==> src/rtl/core/vrm_pkg.sv <==
// ----------------------------------------------------------------------------
// vrm_pkg
// shared types, constants and helpers of the vector rotate/magnitude unit
// ----------------------------------------------------------------------------
package vrm_pkg;

    localparam int CORDIC_STEPS_DEF = 24;
    localparam int FRAC_BITS_DEF    = 16;

    localparam int XW       = 42;
    localparam int ZW       = 34;
    localparam int GUARD    = 8;
    localparam int PS_SHIFT = 30 - GUARD;

    localparam logic signed [31:0] GAIN_Q30     = 32'sd652032874;
    localparam logic        [63:0] TURN_PER_RAD = 64'h28BE_60DB_9391_054A;
    localparam logic        [63:0] TURN_PER_DEG = 64'd51240955760304310;
    localparam logic signed [65:0] PI_K         = 66'sd3373259426;
    localparam logic signed [65:0] DEG_K        = 66'sd360;

    localparam logic [29:0] ATAN_TURNS [32] = '{
        30'd536870912, 30'd316933406, 30'd167458907, 30'd85004756, 30'd42667331,
        30'd21354465, 30'd10679838, 30'd5340245, 30'd2670163, 30'd1335087,
        30'd667544, 30'd333772, 30'd166886, 30'd83443, 30'd41722, 30'd20861,
        30'd10430, 30'd5215, 30'd2608, 30'd1304, 30'd652, 30'd326, 30'd163,
        30'd81, 30'd41, 30'd20, 30'd10, 30'd5, 30'd3, 30'd1, 30'd1, 30'd0
    };

    typedef enum logic [2:0] {
        CMD_ADD     = 3'd0,
        CMD_SUB     = 3'd1,
        CMD_SCALE   = 3'd2,
        CMD_ROT_RAD = 3'd3,
        CMD_ROT_DEG = 3'd4,
        CMD_VEC_RAD = 3'd5,
        CMD_VEC_DEG = 3'd6
    } t_cmd;

    typedef enum logic [1:0] {
        MODE_PASS = 2'd0,
        MODE_ROT  = 2'd1,
        MODE_VEC  = 2'd2,
        MODE_AXIS = 2'd3
    } t_mode;

    typedef struct packed {
        t_mode              mode;
        logic               deg;
        logic signed [31:0] rx;
        logic signed [31:0] ry;
        logic               ov;
    } t_side;

    typedef struct packed {
        logic signed [XW-1:0] x;
        logic signed [XW-1:0] y;
        logic signed [ZW-1:0] z;
    } t_vec;

    // {overflow, saturated value}
    function automatic logic [32:0] sat32(input logic signed [65:0] v);
        logic [32:0] r;
        if (v > 66'sd2147483647) begin
            r = {1'b1, 32'h7FFF_FFFF};
        end else if (v < -66'sd2147483648) begin
            r = {1'b1, 32'h8000_0000};
        end else begin
            r = {1'b0, v[31:0]};
        end
        return r;
    endfunction

endpackage

==> src/rtl/core/vrm_post.sv <==
// ----------------------------------------------------------------------------
// vrm_post
// back stages: output rounding, saturation, turns to radians or degrees
// ----------------------------------------------------------------------------
module vrm_post #(
    parameter int FRAC_BITS = vrm_pkg::FRAC_BITS_DEF
) (
    input  logic               i_clk,
    input  logic               i_rst_n,
    input  logic               i_en,
    input  logic               i_valid,
    input  vrm_pkg::t_side     i_side,
    input  vrm_pkg::t_vec      i_vec,
    output logic               o_valid,
    output logic signed [31:0] o_rx,
    output logic signed [31:0] o_ry,
    output logic        [30:0] o_magnitude,
    output logic signed [31:0] o_angle,
    output logic               o_overflow
);
    import vrm_pkg::*;

    localparam int                   DegSh  = 32 - FRAC_BITS;
    localparam int                   RadSh  = 61 - FRAC_BITS;
    localparam logic signed [65:0]   DegRnd = 66'sd1 <<< (DegSh - 1);
    localparam logic signed [65:0]   RadRnd = 66'sd1 <<< (RadSh - 1);
    localparam logic signed [XW-1:0] XRnd   = XW'(1) <<< (GUARD - 1);
    localparam logic signed [XW-1:0] MagMax = XW'(64'sd2147483647);

    // stage 1
    logic               r1_valid;
    logic               r1_vecm, r1_deg, r1_ov;
    logic signed [31:0] r1_rx, r1_ry;
    logic        [30:0] r1_mag;
    logic signed [65:0] r1_prod;

    logic signed [XW-1:0] n1_xr, n1_yr;
    logic        [32:0] n1_a, n1_b;
    logic signed [32:0] n1_zf;
    logic signed [31:0] n1_rx, n1_ry;
    logic        [30:0] n1_mag;
    logic               n1_ov;

    always_comb begin
        n1_xr  = (i_vec.x + XRnd) >>> GUARD;
        n1_yr  = (i_vec.y + XRnd) >>> GUARD;
        n1_a   = sat32(66'(n1_xr));
        n1_b   = sat32(66'(n1_yr));
        n1_zf  = (i_vec.z[31:0] == 32'h8000_0000) ? 33'sd2147483648
                                                  : 33'(signed'(i_vec.z[31:0]));
        n1_rx  = i_side.rx;
        n1_ry  = i_side.ry;
        n1_ov  = i_side.ov;
        n1_mag = 31'd0;
        case (i_side.mode)
            MODE_ROT: begin
                n1_rx = n1_a[31:0];
                n1_ry = n1_b[31:0];
                n1_ov = n1_a[32] | n1_b[32];
            end
            MODE_VEC, MODE_AXIS: begin
                n1_rx = 32'sd0;
                n1_ry = 32'sd0;
                n1_ov = 1'b0;
                if (n1_xr > MagMax) begin
                    n1_mag = 31'h7FFF_FFFF;
                    n1_ov  = 1'b1;
                end else if (n1_xr[XW-1]) begin
                    n1_mag = 31'd0;
                end else begin
                    n1_mag = n1_xr[30:0];
                end
            end
            default: begin
                n1_mag = 31'd0;
            end
        endcase
    end

    always_ff @(posedge i_clk) begin
        if (!i_rst_n) begin
            r1_valid <= 1'b0;
        end else if (i_en) begin
            r1_valid <= i_valid;
        end
        if (i_en) begin
            r1_vecm <= (i_side.mode inside {MODE_VEC, MODE_AXIS});
            r1_deg  <= i_side.deg;
            r1_ov   <= n1_ov;
            r1_rx   <= n1_rx;
            r1_ry   <= n1_ry;
            r1_mag  <= n1_mag;
            r1_prod <= 66'(n1_zf) * (i_side.deg ? DEG_K : PI_K);
        end
    end

    // stage 2, output register
    logic               r2_valid;
    logic signed [31:0] r2_rx, r2_ry, r2_ang;
    logic        [30:0] r2_mag;
    logic               r2_ov;

    logic signed [65:0] n2_deg, n2_rad;
    logic        [32:0] n2_s;

    always_comb begin
        n2_deg = (r1_prod + DegRnd) >>> DegSh;
        n2_rad = (r1_prod + RadRnd) >>> RadSh;
        n2_s   = sat32(r1_deg ? n2_deg : n2_rad);
    end

    always_ff @(posedge i_clk) begin
        if (!i_rst_n) begin
            r2_valid <= 1'b0;
        end else if (i_en) begin
            r2_valid <= r1_valid;
        end
        if (i_en) begin
            r2_rx  <= r1_rx;
            r2_ry  <= r1_ry;
            r2_mag <= r1_mag;
            r2_ang <= r1_vecm ? n2_s[31:0] : 32'sd0;
            r2_ov  <= r1_ov | (r1_vecm & n2_s[32]);
        end
    end

    assign o_valid     = r2_valid;
    assign o_rx        = r2_rx;
    assign o_ry        = r2_ry;
    assign o_magnitude = r2_mag;
    assign o_angle     = r2_ang;
    assign o_overflow  = r2_ov;

endmodule

==> config.mk <==
export PLATFORM = sky130hd
export DESIGN_NAME = vrm_post
export DESIGN_NICKNAME = d
export VERILOG_FILES = /design/src/rtl/core/vrm_pkg.sv /design/src/rtl/core/vrm_post.sv
export SDC_FILE = /design/constraint.sdc
export NUM_CORES = 2
export LEC_CHECK = 0
export ABC_CLOCK_PERIOD_IN_PS = 23900
export BUFFER_PORTS_ARGS = -buffer_cell sky130_fd_sc_hd__buf_2
export CAP_MARGIN = 20
export CELL_PAD_IN_SITES_DETAIL_PLACEMENT = 0
export CELL_PAD_IN_SITES_GLOBAL_PLACEMENT = 1
export CORE_MARGIN = 2
export CORE_UTILIZATION = 54
export CTS_BUF_LIST = sky130_fd_sc_hd__clkbuf_2 sky130_fd_sc_hd__clkbuf_4 sky130_fd_sc_hd__clkbuf_8
export DETAILED_ROUTE_END_ITERATION = 7
export GPL_ROUTABILITY_DRIVEN = 0
export MAX_ROUTING_LAYER = met4
export PLACE_DENSITY = 0.95
export SYNTH_ARGS = -nofsm -noshare
export SYNTH_HDL_FRONTEND = slang
export SYNTH_SLANG_ARGS = --single-unit
==> constraint.sdc <==
create_clock -name i_clk -period 23.9 [get_ports i_clk]
set_clock_uncertainty 0.2 [all_clocks]
set_input_delay 1.195 -clock i_clk [delete_from_list [all_inputs] [get_ports i_clk]]
set_output_delay 1.195 -clock i_clk [all_outputs]
set_load 0.01 [all_outputs]
Word level (Yosys, flattened, before mapping):

Index checks and enable logic that the tools add are counted.

* register bits after elaboration: 294
* input port bits: 190
* logic and storage cells: 53

* $add $sub $neg: 4
* $mul: 1
* $lt $le $gt $ge: 7
* equality and inequality tests: 4
* mux-type cells: 15
* bitwise logic cells: 4
* reduce and logical (&&, ||, !) cells: 3

Operator list (number)
* two-way mux 33 bit: 7
* one-hot mux 32 bit (2 select lines): 2
* > comparator 34 x 32 -> 1 bit (second input constant): 3
* adder 42 x 9 -> 42 bit (second input constant): 2
* < comparator 34 x 32 -> 1 bit (second input constant): 2
* adder 66 x 17 -> 66 bit (second input constant): 1
* adder 66 x 46 -> 66 bit (second input constant): 1
* > comparator 66 x 32 -> 1 bit (second input constant): 1
* < comparator 66 x 32 -> 1 bit (second input constant): 1
* multiplier 33 x 33 -> 66 bit: 1
* two-way mux 66 bit: 1
* two-way mux 31 bit: 2
* == test 32 bit (second input constant): 1
* two-way mux 32 bit: 1
* == test 2 bit (second input constant): 2
* OR reduction 2 bit: 2
* == test 2 x 1 -> 1 bit (second input constant): 1
* bitwise OR 1 bit: 2
* one-hot mux 1 bit (2 select lines): 1
* nonzero test 2 bit: 1
* bitwise AND 1 bit: 1
* two-way mux 1 bit: 1
* NOT 1 bit: 1

Depth between registers and ports, before layout:

* depth after elaboration: 7
* mapped depth: 32
* depth with buffers taken out: 30

Worst setup path before layout:

OpenSTA, ideal clock, no wires.

* path type: in2reg
* start: input port i_vec[12] (netlist name)
* end: register r1_prod[64] (data pin)
* library setup time: 258 ps
* arrival time: 9516 ps
* data required time: 23442 ps
* setup slack: 13926 ps
* stages: 32
* path buffers: 3
* cell sequence: clkbuf_1 > nor4b_1 > nand4_1 > nor2_1 > nor2b_1 > nand2b_1 > clkbuf_1 > clkinv_1 > ha_1 > inv_1 > fa_1 > fa_1 > inv_1 > fa_1 > inv_1 > fa_1 > fa_1 > fa_1 > inv_1 > fa_1 > inv_1 > ha_1 > clkbuf_1 > a21o_1 > a21o_1 > o41ai_1 > nand2_1 > or4_1 > nand2_1 > o31ai_1 > a31oi_1 > xnor2_1

* word-level cells in the longest chain between the ends: 3

RTL lines
* start: declaration: RTL line vrm_post.sv:13 `input vrm_pkg::t_vec i_vec,`
* == test 32 bit: RTL line vrm_post.sv:49 `n1_zf = (i_vec.z[31:0] == 32'h8000_0000) ? 33'sd2147483648`
* two-way mux 33 bit (*): RTL line vrm_post.sv:49
* multiplier 33 x 33 -> 66 bit (*): RTL line vrm_post.sv:93 `r1_prod <= 66'(n1_zf) * (i_side.deg ? DEG_K : PI_K);`
* end signal: assignment: RTL line vrm_post.sv:93
* end: declaration: RTL line vrm_post.sv:35 `logic signed [65:0] r1_prod;`

Mark *: on every way between the ends. The rest lies on a longest branch, timed or not.
A chain may end at the register's enable or synchronous reset.

Final worst setup path:

* start: input port i_vec[29] (netlist name)
* end: register r1_prod[63] (data pin)

Same word-level chain as after synthesis.

==> results.toml <==
[run_status]
status = "completed"

[sta]
hold_violations = 0
fin_crit_ps = 11190
slew_violations = 0
fin_setup_tns_ps = 0
worst_slew_pin_slew_ps = 1026
setup_viol = 0
relSlewSlack_pct = 31.43
rsz0062_at_grt = "no"
fmax_mhz = 89.38
period_share_pct = 46.81

[yosys]
synth.distinct_cells = 76
synth_area_leaders = "fa_1, edfxtp_1, ha_1, inv_1, xnor2_1"
syn_inst = 3611
synth-seq-cells = 279
synth_top_cell_by_area = "fa_1"
avgSynthCellArea_um2 = 9.945
ys_seq_area_share_pct = 23.27
synth_edf_count = 277
netlist_area_um2 = 35910
synthFlopType = "edfxtp_1"
synth_top_area_share_pct = 27.98
synth-async-reset-ratio_pct = 0
yosysWarnings = 0

[hold_path]
hold_path_end = "o_ry[29]$_DFFE_PP_"
holdPathStages = 0
holdCritPathClass = "register to register"
hold_path.startpoint = "r1_ry[29]$_DFFE_PP_"

[critical_path]
path_common_cell = "fa_1"
reg2reg_depth = 11
reg2reg_to = "o_angle[10]$_SDFFCE_PN0P_"
cp-end-kind = "register"
path_max_fanout = 18
critPathMaxStageDelay_ps = 840
required_ps = 23990
worst_ep_arrival_time_ps = 11280
crit_path_start_kind = "primary input"
critPathKind = "primary input to register"
r2r_start = "r1_prod[15]$_DFFE_PP_"
slowest_stage = "clkinv_1"
rrSetupSlack_ps = 19870

[grt]
grt_max_degree = 113
grt_util_met1_pct = 35.38
grt.met2_usage_pct = 45.02
busiest_layer = "met2"
grt_use_met3_pct = 4.427
grt_overflow_total = 0
antenna_found_initial = 1
grt_usage_pct = 27.54
grt_pass1_wl_um = 141700
grt_pass1_vias = 25950

[drt]
first_pass_iters = 5
via_per_inst = 5.375
drtIter0Drc = 2440
wl_um = 91000
antenna_left = 0
drc = 0
vias = 25290
routedWlPerCell_um = 19.34

[floorplan]
io_pins = 319
fp.dieH_um = 261.9
initial_core_util_pct = 54.62
fp.dieArea_um2 = 68580
die_x_um = 261.9
rows = 94
core_region_area_um2 = 65750

[cells_and_area]
fin_util_pct = 59.17
layout_commonest_cell = "inv_1"
finish.net_count = 4865
final_cell_mix = "inv_1, fa_1, ha_1"
drive_gt1_share_pct = 12.14
syn2layout_area_growth_pct = 8.334

[cts]
cts_sinks = 279
clkSlewWorstSetupHoldPaths_ps = 60
cts_buffers = 39
clockBufferDepth = 3
clockRootBuffer = "clkbuf_8"
htree_levels = 2
cts_hold_buf = 0
cts_tree = "done"
postCtsSetupRepairBufs = 0
cts_resized = 0
insertion_delay_ps = 550

[job]
max-cap-violations = 0

[placement]
dp_hpwl_um = 75990
portBuffers = 302
==> final cells by class <==
type                       count  area (um2)
fill                        5518       26840
tap                          864        1081
multi-input combinational   2255       23470
clock inverter                21       227.7
antenna                        3       7.507
sequential                   279        8358
inverter                     908        3408
timing repair buffer         327        1749
clock buffer                  48       604.3
==> worst max-delay path: cells and delay by family <==
kind / cells / cell delay [ps]
fa+ha+maj: 9 / 4740
compound gates: 4 / 990
buf+inv: 7 / 1360
simple gates: 9 / 2860
xor+xnor: 1 / 90
==> per-layer routing <==
metal / wire length (um) / share of wire, %
met2: 43460 / 48
met1: 36510 / 40
met5: 0 / 0
met3: 8195 / 9.0
met4: 2840 / 3.1
==> cells by family (layout without fill, tap and decap cells) <==
| logic type | after synthesis | count (layout) | share of synthesized area [%] |
|---|---|---|---|
| adder cells (fa/ha/maj) | 868 | 868 | 40.71 |
| AND/OR/NAND/NOR | 667 | 667 | 9.829 |
| flip-flops | 279 | 279 | 23.27 |
| buffers and inverters | 1078 | 1304 | 11.44 |
| multiplexers | 11 | 11 | 0.3171 |
| other | 1 | 5 | 0.01044 |
| XOR/XNOR | 283 | 283 | 6.902 |
| AO/OA/AOI/OAI | 424 | 424 | 7.512 |
==> worst max path at each step <==
stage,start,endpoint,slack (ps),cells past startpoint
floorplan,i_vec[12],r1_prod[64]$_DFFE_PP_,13930,32
global placement,i_vec[29],r1_prod[64]$_DFFE_PP_,12450,30
detailed placement,i_vec[29],r1_prod[63]$_DFFE_PP_,12290,30
CTS,i_vec[29],r1_prod[63]$_DFFE_PP_,12880,30
global route,i_vec[29],r1_prod[63]$_DFFE_PP_,12300,30
finish,i_vec[29],r1_prod[63]$_DFFE_PP_,12710,30
==> synth_stat cells, drive strengths merged, types with 8 or more instances <==
master / count
nand2b: 53
nand3: 59
nor2b: 37
fa: 502
clkbuf: 145
and3: 29
nor3: 20
o21ai: 118
xnor2: 173
mux2i: 8
inv: 907
nand4: 43
or4: 8
edfxtp: 277
nand2: 158
buf: 25
and2: 53
a221o: 20
xor2: 110
a31oi: 16
or2: 25
a211oi: 12
a22o: 11
a21o: 31
and4: 16
ha: 363
a21oi: 160
nor4: 21
nor2: 124
==> flip-flops by register name (all words and copies together), names as in the netlist <==
signal,cells
r1_vecm,1
r1_ov,1
o_overflow,1
r1_rx,32
r1_valid,1
r1_deg,1
o_rx,32
r1_ry,32
o_valid,1
r1_prod,51
r1_mag,31
o_magnitude,31
o_angle,32
o_ry,32
==> stage by stage <==
stage	instance area (um2)	cells	hold WS (ps)	worst slack, ps
6_report	38900	4705	216.0	12710
3_5_place_dp	38000	4629	204.5	12290
3_3_place_gp	38000	4629	200.4	12450
2_1_floorplan	35920	3612	200.3	13930
4_1_cts	38830	4698	218.2	12880
5_1_grt	38900	4703	217.0	12300
Power is not shown: default switching activity piles up to over one toggle a cycle in this logic, so the estimate is an artifact.
