--- src/rtl/core/vrm_pkg.sv ---
// ----------------------------------------------------------------------------
// vrm_pkg
// shared types, constants and helpers of the vector rotate/magnitude unit
// ----------------------------------------------------------------------------
package vrm_pkg;

    localparam int CORDIC_STEPS_DEF = 24;
    localparam int FRAC_BITS_DEF    = 16;

    localparam int XW       = 42;
    localparam int ZW       = 34;
    localparam int GUARD    = 8;
    localparam int PS_SHIFT = 30 - GUARD;

    localparam logic signed [31:0] GAIN_Q30     = 32'sd652032874;
    localparam logic        [63:0] TURN_PER_RAD = 64'h28BE_60DB_9391_054A;
    localparam logic        [63:0] TURN_PER_DEG = 64'd51240955760304310;
    localparam logic signed [65:0] PI_K         = 66'sd3373259426;
    localparam logic signed [65:0] DEG_K        = 66'sd360;

    localparam logic [29:0] ATAN_TURNS [32] = '{
        30'd536870912, 30'd316933406, 30'd167458907, 30'd85004756, 30'd42667331,
        30'd21354465, 30'd10679838, 30'd5340245, 30'd2670163, 30'd1335087,
        30'd667544, 30'd333772, 30'd166886, 30'd83443, 30'd41722, 30'd20861,
        30'd10430, 30'd5215, 30'd2608, 30'd1304, 30'd652, 30'd326, 30'd163,
        30'd81, 30'd41, 30'd20, 30'd10, 30'd5, 30'd3, 30'd1, 30'd1, 30'd0
    };

    typedef enum logic [2:0] {
        CMD_ADD     = 3'd0,
        CMD_SUB     = 3'd1,
        CMD_SCALE   = 3'd2,
        CMD_ROT_RAD = 3'd3,
        CMD_ROT_DEG = 3'd4,
        CMD_VEC_RAD = 3'd5,
        CMD_VEC_DEG = 3'd6
    } t_cmd;

    typedef enum logic [1:0] {
        MODE_PASS = 2'd0,
        MODE_ROT  = 2'd1,
        MODE_VEC  = 2'd2,
        MODE_AXIS = 2'd3
    } t_mode;

    typedef struct packed {
        t_mode              mode;
        logic               deg;
        logic signed [31:0] rx;
        logic signed [31:0] ry;
        logic               ov;
    } t_side;

    typedef struct packed {
        logic signed [XW-1:0] x;
        logic signed [XW-1:0] y;
        logic signed [ZW-1:0] z;
    } t_vec;

    // {overflow, saturated value}
    function automatic logic [32:0] sat32(input logic signed [65:0] v);
        logic [32:0] r;
        if (v > 66'sd2147483647) begin
            r = {1'b1, 32'h7FFF_FFFF};
        end else if (v < -66'sd2147483648) begin
            r = {1'b1, 32'h8000_0000};
        end else begin
            r = {1'b0, v[31:0]};
        end
        return r;
    endfunction

endpackage

--- src/rtl/core/vrm_cstage.sv ---
// ----------------------------------------------------------------------------
// vrm_cstage
// one registered cordic micro-rotation, rotation or vectoring per transaction
// ----------------------------------------------------------------------------
module vrm_cstage #(
    parameter int STEP = 0
) (
    input  logic            i_clk,
    input  logic            i_rst_n,
    input  logic            i_en,
    input  logic            i_valid,
    input  vrm_pkg::t_side  i_side,
    input  vrm_pkg::t_vec   i_vec,
    output logic            o_valid,
    output vrm_pkg::t_side  o_side,
    output vrm_pkg::t_vec   o_vec
);
    import vrm_pkg::*;

    logic                 r_valid;
    t_side                r_side;
    t_vec                 r_vec;

    logic signed [XW-1:0] n_dx, n_dy;
    logic signed [ZW-1:0] n_a;
    logic                 n_dir;
    t_vec                 n_vec;

    always_comb begin
        n_dx  = i_vec.y >>> STEP;
        n_dy  = i_vec.x >>> STEP;
        n_a   = ZW'(ATAN_TURNS[STEP % 32]);
        n_dir = (i_side.mode == MODE_ROT) ? !i_vec.z[ZW-1] : i_vec.y[XW-1];
        n_vec = i_vec;
        if (i_side.mode inside {MODE_ROT, MODE_VEC}) begin
            if (n_dir) begin
                n_vec.x = i_vec.x - n_dx;
                n_vec.y = i_vec.y + n_dy;
                n_vec.z = i_vec.z - n_a;
            end else begin
                n_vec.x = i_vec.x + n_dx;
                n_vec.y = i_vec.y - n_dy;
                n_vec.z = i_vec.z + n_a;
            end
        end
    end

    always_ff @(posedge i_clk) begin
        if (!i_rst_n) begin
            r_valid <= 1'b0;
        end else if (i_en) begin
            r_valid <= i_valid;
        end
        if (i_en) begin
            r_side <= i_side;
            r_vec  <= n_vec;
        end
    end

    assign o_valid = r_valid;
    assign o_side  = r_side;
    assign o_vec   = r_vec;

endmodule

--- config.mk ---
export PLATFORM = sky130hd
export DESIGN_NAME = vrm_cstage
export DESIGN_NICKNAME = d
export VERILOG_FILES = /design/src/rtl/core/vrm_pkg.sv /design/src/rtl/core/vrm_cstage.sv
export SDC_FILE = /design/constraint.sdc
export NUM_CORES = 1
export LEC_CHECK = 0
export BUFFER_PORTS_ARGS = -buffer_cell sky130_fd_sc_hd__clkbuf_2
export CAP_MARGIN = 20
export CORE_MARGIN = 1
export CORE_UTILIZATION = 31
export CTS_CLUSTER_SIZE = 16
export DETAILED_ROUTE_END_ITERATION = 7
export SLEW_MARGIN = 20
export SYNTH_ARGS = -nofsm -noshare
export SYNTH_HDL_FRONTEND = slang
export SYNTH_SLANG_ARGS = --single-unit
--- constraint.sdc ---
create_clock -name i_clk -period 4.7 [get_ports i_clk]
set_input_delay 0.47 -clock i_clk [delete_from_list [all_inputs] [get_ports i_clk]]
set_output_delay 0.47 -clock i_clk [all_outputs]
set_load 0.1 [all_outputs]
# [Yosys cells after proc, flatten, opt, wreduce, memory -nomap -nowiden]
# Cells that the tools add are included.
[totals] ff_bits=187 input_bits=190 output_inout_bits=187
[op_classes] add_sub_neg=5 n_eq_ne=2 mux=3 n_reduce_logical=2
[ops] op="118-bit 2-to-1 mux" n=2
[ops] op="42-bit subtractor" n=2
[ops] op="42-bit adder" n=1
[ops] op="34-bit by 31-bit adder with 34-bit output, second input constant" n=1
[ops] op="34-bit by 31-bit subtractor with 34-bit output, second input constant" n=1
[ops] op="2-bit by 1-bit equality test with 1-bit output, second input constant" n=1
[ops] op="2-bit equality test, second input constant" n=1
[ops] op="2-bit nonzero test" n=1
[ops] op="1-bit logical NOT" n=1
[ops] op="1-bit 2-to-1 mux" n=1

# [Longest topological paths before layout]
# Gate-level depths: netlist of the first run.
[depth] ltp_word=4 depth_mapped=15 mapped_depth_nobuf=14

# [Worst setup path before layout of the first run]
# OpenSTA, ideal clock, no wires.
[synth_timing] path_type="input port to flip-flop" from="input port i_vec[44] in the netlist's numbering" to="register r_vec, in the netlist o_vec[117] (data pin)" setup_time_ns=0.258 arrival_time_ns=3.154 path_slack_ns=1.288 stages=14 n_path_buf=1 cell_sequence="inv_1 -> ha_1 -> buf_2 -> nand4_2 -> or4_1 -> a31o_1 -> a21oi_2 -> a2bb2oi_2 -> a221oi_2 -> o21ai_2 -> a31oi_1 -> o31a_1 -> or3_1 -> xnor2_1"
[synth_lines] element="start: declaration" line="vrm_cstage.sv:13" source="input vrm_pkg::t_vec i_vec,"
[synth_lines] element="end signal: assignment" line="vrm_cstage.sv:56" source="r_vec <= n_vec;"
[synth_lines] element="end: declaration" line="vrm_cstage.sv:22" source="t_vec r_vec;"

==> results.md, run 1 <==
* Outcome: completed
* CP Data Arrival Time at 4070 ps
* 1st-iter DRT viols at about 1,200
* Post-DRT Antenna Nets at 0
* Main combinational cell family by area after synthesis: compound AO/OA/AOI/OAI gates
* Final Cycle Share at around four fifths
* Root Driver: clkbuf_16
* Die Ht at around 220 um
* Rows at 78
* Fmax at 0.2617 GHz
* Net Sw Power at 3.312 mW
* EDFF count, synth at 186
* Synth cell count leaders: a21oi_1, edfxtp_1, ha_1
* Total congestion overflow at 0
* Clock Sinks at 187
* Crit path required time at 4950 ps
* Critical Path Source Type: input pin
* Slew headroom at 45.48%
* First-pass GRT wire length at 80,440 um
* # IOs at 377
* P per Cell Area at 382.9 mW/mm^2
* Crit Path Class: input pin to flop
* Yosys top cell by area: edfxtp_1
* Area grow syn2layout at 22.30%
* Mapped Area at roughly 0.015 mm^2
* Post-synthesis cell type count at 73
* IR drop worst, VDD at between 200 and 300 uV
* Die Area at between 0.04 and 0.05 mm^2
* Dpl hpwl at 43,860 um
* Worst Skew at 0 ps
* Routed WL per cell at 21.33 um
* GRT Total Usage at 22.50%
* Yosys top cell area share at 38.45%
* Compound-Gate Fraction of Synth Area at 23.01%
* Clock share of power at 22.6%
* Final Hold Vio Count at 0
* Nets at 2,282
* Clock Path Buffers at 2
* Initial core utilization at between 30% and 40%
* CP max FO at 15
* RSZ-0062 raised after global routing: no
* Combinational share of power at a little under half
* Share of post-route cells with drive strength above 1 at 24.00%
* Max Slew Vio Count at 0
* Synth Area in Adders at approximately an eighth
* Synth area leaders: edfxtp_1, ha_1, a21oi_1
* Total negative slack at 0 ps
* CTS Buf Count at 17
* Drt drc at 0
* Leakage power at 7.849 nW
* Vias in the first global route at 12,990
* Vias per cell at around 5.3
* Die width at 218.5 um
* Hold Crit Class: input pin to flop
* H-tree depth at 4
* # setup viols final at 0
* Synth Register Bits at 187
* Post-CTS sizing at 0
* TritonCTS clock tree: yes
* CP endpoint kind: flop
* Sw frac at 48.68%
* Tightest Pin Transition at 817.7 ps
* Multiplexer area fraction after synthesis at 2.627%
* Via count at 13,470
* Post-Place Worst Slack at 438.6 ps
* Count leader, synth: a21oi_1
* First-pass DRT Iterations at 6
* Main synth FF type: edfxtp_1
* Routed wire length at 54,590 um
* Clock Pin Slew Worst Setup and Hold Paths at 80 ps
* Mean Syn Cell Area at approximately 9.1 um^2
* Xor and xnor area share after synthesis at 5.245%
* # port buffers at roughly 380
* Internal cell power at approximately 3.5 mW
* Largest net degree at the start of global routing at 100
* Clock latency on the worst-skew pair at roughly 500 ps
* Hold-fix buffers, CTS at 0
* Sequential power share at ~31%
* Setup WS post-layout at 879.5 ps
* Post-CTS Setup Bufs at 0
* Synth warnings at 0
* Antenna violations before repair at 0
* GPL Wtd Cong at 0.9580
* Fin crit period at 3820 ps
* Sequential area share after synthesis at slightly below 40%
* Simple-gate share of the synthesized area at roughly an eighth
* Net Count, Synth at between 1,500 and 2,000
* Max-Cap Viols at 0
* Post-Syn Instances at 1,598
* Async SR Flop Fraction at 0%
* Placeable core area at about 0.046 mm^2
-- metrics by stage --
| step | power (mW) | hold slack, ps | instance area (um^2) | util, % | cells |
|---|---|---|---|---|---|
| final | 6.803 | 143.8 | 17770 | 38.82 | 2559 |
| after global routing | 7.096 | 122.9 | 17760 | 38.81 | 2558 |
| after CTS | 6.862 | 101.6 | 17760 | 38.81 | 2558 |
| after detailed placement | 5.290 | 550.6 | 17150 | 37.46 | 2526 |
| after global placement | 5.288 | 514.6 | 17150 | 37.46 | 2526 |
| after floorplan | 4.523 | 568.9 | 14530 | - | 1598 |
-- logic make-up (layout without fill, tap and decap cells) --
logic type	after synthesis	in the layout
flops	187	187
xor+xnor	87	87
simple gates	373	373
fa+ha+maj	147	147
compound gates	546	546
other cells	0	1
buf+inv	220	580
mux	38	38
-- critical path, stage by stage --
cell and delay, ps:
clkbuf_2 120, inv_1 70, ha_1 610, nand4_2 230, or4_1 510, a31o_1 250
a21oi_2 210, a2bb2oi_2 310, a221oi_2 130, o21ai_2 230, a31oi_1 140, o31a_1 290
or3_1 360, xnor2_1 130
-- cell type report --
| cell class | count | area, um^2 |
|---|---|---|
| clock buffers | 17 | 425.4 |
| multi-input cells | 1191 | 8104 |
| diodes | 1 | 2.502 |
| clock inverters | 15 | 192.7 |
| inverters | 138 | 518.0 |
| flip-flops and latches | 187 | 5605 |
| repair buffers | 410 | 2168 |
| well taps | 600 | 750.7 |
| fillers | 4624 | 28000 |
-- power groups by stage --
stage / clock, mW / combinational [mW] / sequential [mW]
finish: 1.54 / 3.14 / 2.13
global route: 1.64 / 3.31 / 2.15
CTS: 1.59 / 3.14 / 2.13
detailed placement: 0 / 3.12 / 2.17
global placement: 0 / 3.12 / 2.16
floorplan: 0 / 1.01 / 3.51
-- path summary, 6_finish.rpt --
kind,from,to,slack (ps),cells after the start
setup / recovery,i_vec[45],o_vec[117],880,14
hold / removal,i_side[37],o_side[37],140,1
setup reg to reg,o_valid,o_valid,4080,2
hold reg to reg,o_valid,o_valid,560,2
-- state kept, by name, summed over array words and instances, names as in the netlist --
| name | cells |
|---|---|
| o_vec | 118 |
| o_valid | 1 |
| o_side | 68 |
-- metal layers --
metal | global-route usage, % | vias to the layer above | part of all wire [%]
li1 | - | 6455 | -
met5 | 0 | - | 0
met1 | 29.36 | 6437 | 44
met3 | 3.326 | 60 | 5.7
met2 | 37.61 | 522 | 48
met4 | 7.855 | 0 | 2.4
-- layout by cell type (no fill, tap or decap), drive strengths merged, types with 39 or more instances in the layout --
master,n
inv,147
nor2,131
o21ai,129
a21oi,216
nor3,39
nand2,95
ha,143
clkbuf,392
edfxtp,186
xnor2,77
Note: power is estimated with default switching activity, not from simulation.
==> run 2, diff against run 1 <==
--- a/config.mk
+++ b/config.mk
@@ -5,6 +5,7 @@
 export SDC_FILE = /design/constraint.sdc
 export NUM_CORES = 1
 export LEC_CHECK = 0
+export ABC_AREA = 1
 export BUFFER_PORTS_ARGS = -buffer_cell sky130_fd_sc_hd__clkbuf_2
 export CAP_MARGIN = 20
 export CORE_MARGIN = 1
==> constraint.sdc (replaced) <==
create_clock -name i_clk -period 3.3 [get_ports i_clk]
set_input_delay 0.33 -clock i_clk [delete_from_list [all_inputs] [get_ports i_clk]]
set_output_delay 0.33 -clock i_clk [all_outputs]
set_load 0.1 [all_outputs]
==> run 2 against run 1 <==
  * Total power is 49% higher
  * Design area grew 23%
  * Sequential power rose by 41%
  * Clock power rose by 43%
  * Clock-buffer cell count stayed put
  * Largest power group unchanged
  * Highest routed layer is now met5
==> results.md, run 2 <==
* Die width at 239.7 um (+9.7%)
* Yosys top cell area share at 31.88% (-6.6 points)
* Worst R2R Setup Slack at 2660 ps (-1420 ps)
* Crit path from: i_vec[34]
* CP endpoint kind: flop
* Fin crit period at roughly 2700 ps
* Fin util at 39.35% (+0.53 points)
* Final Hold Vio Count at 0 (unchanged)
* 1st-iter DRT viols at 1,454 (+24%)
* Async SR Flop Fraction at 0% (unchanged)
* Yosys top cell by area: edfxtp_1
* Nets at 3,394 (+49%)
* Reg2Reg Depth at 2 (unchanged)
* EDFF count, synth at 186 (unchanged)
* Mean Syn Cell Area at 6.733 um^2 (-26%)
* Mapped Area at 0.01752 mm^2 (+21%)
* Crit Path Class: input pin to flop
* Post-synthesis cell type count at 45 (-38%)
* Area grow syn2layout at 24.45%
* Fmax at ~0.36 GHz
* Net Sw Power at 5.116 mW (+54%)
* Worst Setup EP: o_vec[62]
* Dpl hpwl at 61,050 um (+39%)
* GRT Total Usage at 25.50% (+3.0 points)
* Hold Crit Start: i_side[16]
* Rows at 86 (+10%)
* Total congestion overflow at 0 (unchanged)
* Commonest non-fill, non-tap cells in the layout: nand2_1, inv_1, clkbuf_2, nand3_1, nor2_1
* Synth cell count leaders: nand2_1, inv_1, nand3_1
* Via count at 18,390 (+36%)
* Worst hold margin at 26.54 ps (-117.3 ps)
* Setup WS post-layout at 557.1 ps (-322.4 ps)
* Post-CTS sizing at 0 (unchanged)
* Die Area at 0.05747 mm^2 (+20%)
* Outcome: completed
* Leakage power at 11.43 nW (+46%)
* Clock latency on the worst-skew pair at 490 ps (about the same)
* Die Ht at 239.7 um (+9.7%)
* TritonCTS clock tree: yes
* Share of post-route cells with drive strength above 1 at 18.44% (-5.6 points)
* H-tree depth at 4 (unchanged)
* Net Count, Synth at 2,939 (+52%)
* First-pass GRT wire length at 106,900 um (+33%)
* P per Cell Area at 465.3 mW/mm^2 (+22%)
* Worst Skew at 0 ps (unchanged)
* Reg2reg start: o_valid
* CP max FO at 5 (-10)
* Clock Path Buffers at 2 (unchanged)
* Vias per cell at 4.814 (-8.6%)
* Antenna violations before repair at 2 (+2)
* Synth area leaders: edfxtp_1, nand2_1, ha_1
* Sw frac at 50.42% (+1.7 points)
* Critical Path Source Type: input pin
* GPL Wtd Cong at 1.035 (+8.1%)
* Post-DP Area at 0.02034 mm^2 (+19%)
* Hold Crit Class: input pin to flop
* Final Cycle Share at 83.12%
* Placeable core area at 0.05542 mm^2 (+21%)
* Post-Syn Instances at 2,602 (+63%)
* Fin area at 0.02180 mm^2 (+23%)
* # port buffers at 376 (unchanged)
* # IOs at 377 (unchanged)
* Internal cell power at 5.030 mW (+44%)
* Combinational share of power at 48.6% (+2.4 points)
* Routed WL per cell at 19.36 um (-9.3%)
* Most common library cell in the layout ignoring fill and taps: nand2_1
* IR drop worst, VDD at 416.8 uV (+40%)
* Count leader, synth: nand2_1
* RSZ-0062 raised after global routing: no
* Post-Place Worst Slack at 162.4 ps (-276.3 ps)
* # setup viols final at 0 (unchanged)
* Synth warnings at 0 (unchanged)
* Routed wire length at 73,920 um (+35%)
* Largest register FFs at 118 (unchanged)
* Initial core utilization at 31.61% (-0.13 points)
* Sequential area share after synthesis at 32.00% (-6.6 points)
* Main synth FF type: edfxtp_1
* Total negative slack at 0 ps (unchanged)
* Max Slew Vio Count at 0 (unchanged)
* Vias in the first global route at 17,650 (+36%)
* Largest net degree at the start of global routing at 101 (+1.0%)
* Drt drc at 0 (unchanged)
* Slew headroom at 51.17% (+5.7 points)
* Clock Sinks at 187 (unchanged)
* Tightest Pin Transition at 724.8 ps (-92.95 ps)
* Crit path required time at 3540 ps (-1410 ps)
* Clock share of power at 21.7% (-0.9 points)
* CTS Buf Count at 17 (unchanged)
* RR Endpoint: o_valid
* Max-Cap Viols at 0 (unchanged)
* Root Driver: clkbuf_16
* Post-DRT Antenna Nets at 0 (unchanged)
* Sequential power share at 29.7% (-1.6 points)
* Synth Register Bits at 187 (unchanged)
* First-pass DRT Iterations at 6 (unchanged)
* Clock Pin Slew Worst Setup and Hold Paths at 80 ps (about the same)
* Worst hold path stage count at 1 (unchanged)
* CP Data Arrival Time at 2990 ps (-1080 ps)
==> run 2: cell count changes after synthesis, moves of 29 or more <==
cell      delta
a21o_1      -33
a21oi_1     -81
buf_4       +29
clkbuf_1    -48
inv_1      +280
mux2i_1     -37
nand2_1    +828
nand3_1    +187
nor2_1      +57
nor2_2      +38
nor3_1      -32
xnor2_1     -73
==> run 2: logic make-up after synthesis <==
logic type      Yosys count  share of synthesized area [%]
buf+inv                 494                          11.56
fa+ha+maj               147                          10.67
xor+xnor                 34                          1.700
simple gates           1427                          34.16
flops                   187                          32.00
compound gates          313                          9.920
==> run 2: what timing repair did <==
item / in CTS / in global routing
hold buffers: 85 / 0
hold endpoints to repair: 85 / 0
setup buffers: 0 / 0
==> run 2: area by class of cell <==
| cell class | count | area, um^2 |
|---|---|---|
| well taps | 748 | 935.9 |
| clock inverters | 15 | 185.2 |
| inverters | 418 | 1572 |
| flip-flops and latches | 187 | 5605 |
| multi-input cells | 1921 | 9903 |
| clock buffers | 17 | 425.4 |
| repair buffers | 512 | 3174 |
| diodes | 1 | 2.502 |
| fillers | 5924 | 33610 |
==> run 2: through the flow <==
| stage | std cells | power, mW |
|---|---|---|
| global placement | 3701 | 7.874 |
| detailed placement | 3701 | 7.864 |
| CTS | 3818 | 10.19 |
| finish | 3819 | 10.15 |
| global route | 3818 | 10.63 |
| floorplan | 2602 | 6.605 |
==> run 2: layer usage <==
metal  GRT usage, %  share of wire (%)  vias to the layer above
met1          31.20                 41                     8320
met2          42.87                 47                      808
li1               -                  -                     9117
met4          12.53                4.4                        2
met5              0             0.0095                        -
met3          4.598                7.5                      139
==> run 2: worst min-delay path by stage <==
| stage | endpoint |
|---|---|
| CTS | o_vec[12] |
| floorplan | o_valid |
| finish | o_side[16] |
| detailed placement | o_side[50] |
| global placement | o_vec[26] |
| global route | o_vec[2] |
==> run 2: power by group through the flow <==
| stage | combinational, mW | sequential, mW | clock [mW] |
|---|---|---|---|
| floorplan | 1.71 | 4.90 | 0 |
| global placement | 4.80 | 3.07 | 0 |
| detailed placement | 4.80 | 3.07 | 0 |
| CTS | 4.90 | 3.02 | 2.28 |
| global route | 5.24 | 3.04 | 2.36 |
| finish | 4.93 | 3.01 | 2.20 |
==> run 2: critical path, cell delays in order <==
cell,delay [ps]
clkbuf_2,110
inv_1,50
ha_1,290
fa_1,560
o21ai_0,410
inv_1,200
nor2_1,240
o21ai_0,280
nand3_1,180
nand3_1,110
nand3_1,140
nand2_1,70
==> run 3, diff against run 2 <==
==> constraint.sdc (replaced) <==
create_clock -name i_clk -period 2.5 [get_ports i_clk]
set_input_delay 0.25 -clock i_clk [delete_from_list [all_inputs] [get_ports i_clk]]
set_output_delay 0.25 -clock i_clk [all_outputs]
set_load 0.1 [all_outputs]
==> run 3 against run 2 <==
  * Final cell count up 11%
  * Clock-buffer cell count unchanged
  * Via count up 8.8%
  * Sequential power up 33%
  * Critical path type unchanged
  * Clock power rose by 28%
  * Non-clock buffer count grew 413
  * Hold slack better by 38 ps
  * Utilization rose by 5.8 points
  * Highest routed layer is now met4
  * Worst setup slack worse by 410 ps
  * Largest cell class unchanged
==> results.md, run 3 (synthesized netlist as in run 2, its figures left out) <==
* IR drop worst, VDD at 589.1 uV (+41%)
* Area grow syn2layout at 42.83%
* Met3 wire length at 5466 um (-1.8%)
* Max Slew Vio Count at 0 (unchanged)
* Rows at 86 (unchanged)
* Die width at 239.7 um (unchanged)
* Metal1 wirelength at 32,310 um (+5.4%)
* WP buf/inv at 4 (+1)
* Die Ht at 239.7 um (unchanged)
* Internal cell power at 7.249 mW (+44%)
* Sw frac at 48.74% (-1.7 points)
* Slowest stage delay, CP at 500 ps (-60 ps)
* Worst path cell trace: clkbuf_2 > inv_1 > ha_1 > fa_1 > inv_1 > buf_4 > a21oi_1 > o211ai_2 > nand2_1 > nand2_1 > nand2_1 > nand3_1 > nand2_1 > nand2_1 > nand2_1
* TritonCTS clock tree: yes
* Via count at 20,010 (+8.8%)
* Total congestion overflow at 0 (unchanged)
* Post-DRT Antenna Nets at 0 (unchanged)
* Reg2Reg Depth at 2 (unchanged)
* Detail Route met2 WL at 35,630 um (+3.5%)
* Crit path max-delay family: adder cells
* Largest register FFs at 118 (unchanged)
* Vias in the first global route at 19,150 (+8.5%)
* Combinational share of power at 51.8% (+3.2 points)
* P per Cell Area at 565.2 mW/mm^2 (+21%)
* Final Hold Vio Count at 0 (unchanged)
* Highest routed layer: met4
* Drt drc at 0 (unchanged)
* Fin crit period at 2353 ps
* Clock latency on the worst-skew pair at 490 ps (about the same)
* H-tree depth at 4 (unchanged)
* Die Area at 0.05747 mm^2 (unchanged)
* CP endpoint kind: flop
* Placeable core area at 0.05542 mm^2 (unchanged)
* Reg2reg start: o_valid
* Antenna violations before repair at 3 (+1)
* Share of post-route cells with drive strength above 1 at 27.76% (+9.3 points)
* GPL Wtd Cong at 1.065 (+2.9%)
* Hold Crit Start: i_vec[31]
* Clock Sinks at 187 (unchanged)
* Dpl hpwl at 63,690 um (+4.3%)
* First-pass DRT Iterations at 6 (unchanged)
* Critical Path Source Type: input pin
* Most used cell, CP: nand2_1
* Crit Path Class: input pin to flop
* Slew headroom at 57.12% (+5.9 points)
* # setup viols final at 0 (unchanged)
* Fmax at 0.4250 GHz
* # IOs at 377 (unchanged)
* Net Sw Power at 6.893 mW (+35%)
* Initial core utilization at 31.61% (unchanged)
* Nets at 3,807 (+12%)
* Vias per cell at 4.725 (-1.9%)
* CP max FO at 4 (-1)
* GRT Total Usage at 26.54% (+1.0 points)
* Clock Path Buffers at 2 (unchanged)
* Worst hold margin at 65.03 ps (+38.49 ps)
* Worst hold path stage count at 3 (+2)
* Hold Crit Class: input pin to flop
* Max-Cap Viols at 0 (unchanged)
* Commonest non-fill, non-tap cells in the layout: nand2_1, buf_4, inv_1, clkbuf_2, nand3_1
* CTS Buf Count at 17 (unchanged)
* Slowest CP cell: fa_1
* Outcome: completed
* Clock Pin Slew Worst Setup and Hold Paths at 80 ps (about the same)
* Final Cycle Share at 94.11%
* Tightest Pin Transition at 636.5 ps (-88.32 ps)
* Crit path required time at 2750 ps (-790 ps)
* Post-Place Worst Slack at -309.6 ps (-471.9 ps)
* CP Data Arrival Time at 2600 ps (-390 ps)
* RR Endpoint: o_valid
* RSZ-0062 raised after global routing: no
* # port buffers at 376 (unchanged)
* First-pass GRT wire length at 112,500 um (+5.2%)
* Hold Path End: o_vec[31]
* Leakage power at 13.43 nW (+18%)
* Routed WL per cell at 18.22 um (-5.9%)
* Most common library cell in the layout ignoring fill and taps: nand2_1
* Root Driver: clkbuf_16
* 1st-iter DRT viols at 1,721 (+18%)
* Clock share of power at 19.9% (-1.8 points)
* Largest net degree at the start of global routing at 101 (unchanged)
* Routed wire length at 77,140 um (+4.4%)
* Setup WS post-layout at 147.2 ps (-409.9 ps)
* Sequential power share at 28.3% (-1.4 points)
* Worst R2R Setup Slack at 1880 ps (-780 ps)
* Fin util at 45.15% (+5.8 points)
* Worst Skew at 0 ps (unchanged)
-- run 3: cell types whose count changed in the layout (fill, tap and decap cells not counted), sizes merged --
cell,delta
buf,+400
clkinv,+6
clkinvlp,-1
diode,+2
dlygate4sd3,+13
inv,-5
-- run 3: power groups by stage --
stage	clock, mW	combinational (mW)	sequential, mW
6_report	2.81	7.32	4.00
5_1_grt	3.00	7.76	4.04
4_1_cts	2.91	7.25	4.01
3_5_place_dp	0	7.09	4.07
3_3_place_gp	0	7.09	4.07
2_1_floorplan	0	2.26	6.46
-- run 3: timing repair --
| action | CTS | global route |
|---|---|---|
| setup endpoints to repair | 0 | 2 |
| hold buffers | 98 | 0 |
| gates resized for setup | 0 | 2 |
| hold endpoints to repair | 98 | 0 |
| setup buffers | 0 | 0 |
-- run 3: tightest hold or removal path, delay by kind of cell --
kind                   cells  cell delay (ps)
and+or+nand+nor            2              110
buffers and inverters      1               90
-- run 3: worst max path at each step --
stage / start / end / slack [ps] / cells past startpoint
4_1_cts: i_vec[62] / o_vec[75] / 220 / 14
5_1_grt: i_side[67] / o_vec[33] / 10 / 12
2_1_floorplan: i_side[67] / o_vec[33] / 210 / 12
3_3_place_gp: i_vec[62] / o_vec[75] / -270 / 14
3_5_place_dp: i_vec[62] / o_vec[75] / -310 / 14
6_report: i_vec[76] / o_vec[104] / 150 / 15
-- run 3: per-stage QoR --
step / setup TNS [ps] / instances / power [mW] / instance area [um^2]
detailed placement: -9552 / 4101 / 11.17 / 23430
floorplan: 0 / 2602 / 8.719 / 17520
CTS: 0 / 4231 / 14.17 / 25010
finish: 0 / 4234 / 14.14 / 25020
global route: 0 / 4234 / 14.80 / 25020
global placement: -8986 / 4101 / 11.16 / 23430
-- run 3: final cells by class --
cell class | instances | area [um^2]
Multi-Input combinational cell | 1921 | 9907
Inverter | 418 | 1572
Antenna cell | 3 | 7.507
Tap cell | 748 | 935.9
Clock buffer | 17 | 425.4
Timing Repair Buffer | 925 | 6395
Fill cell | 5690 | 30390
Sequential cell | 187 | 5605
Clock inverter | 15 | 175.2
-- run 3: per-layer routing --
metal | vias to the layer above | global-route usage [%]
met1 | 9055 | 33.10
met5 | - | 0
met3 | 140 | 3.538
met4 | 0 | 13.36
met2 | 850 | 44.69
li1 | 9960 | -
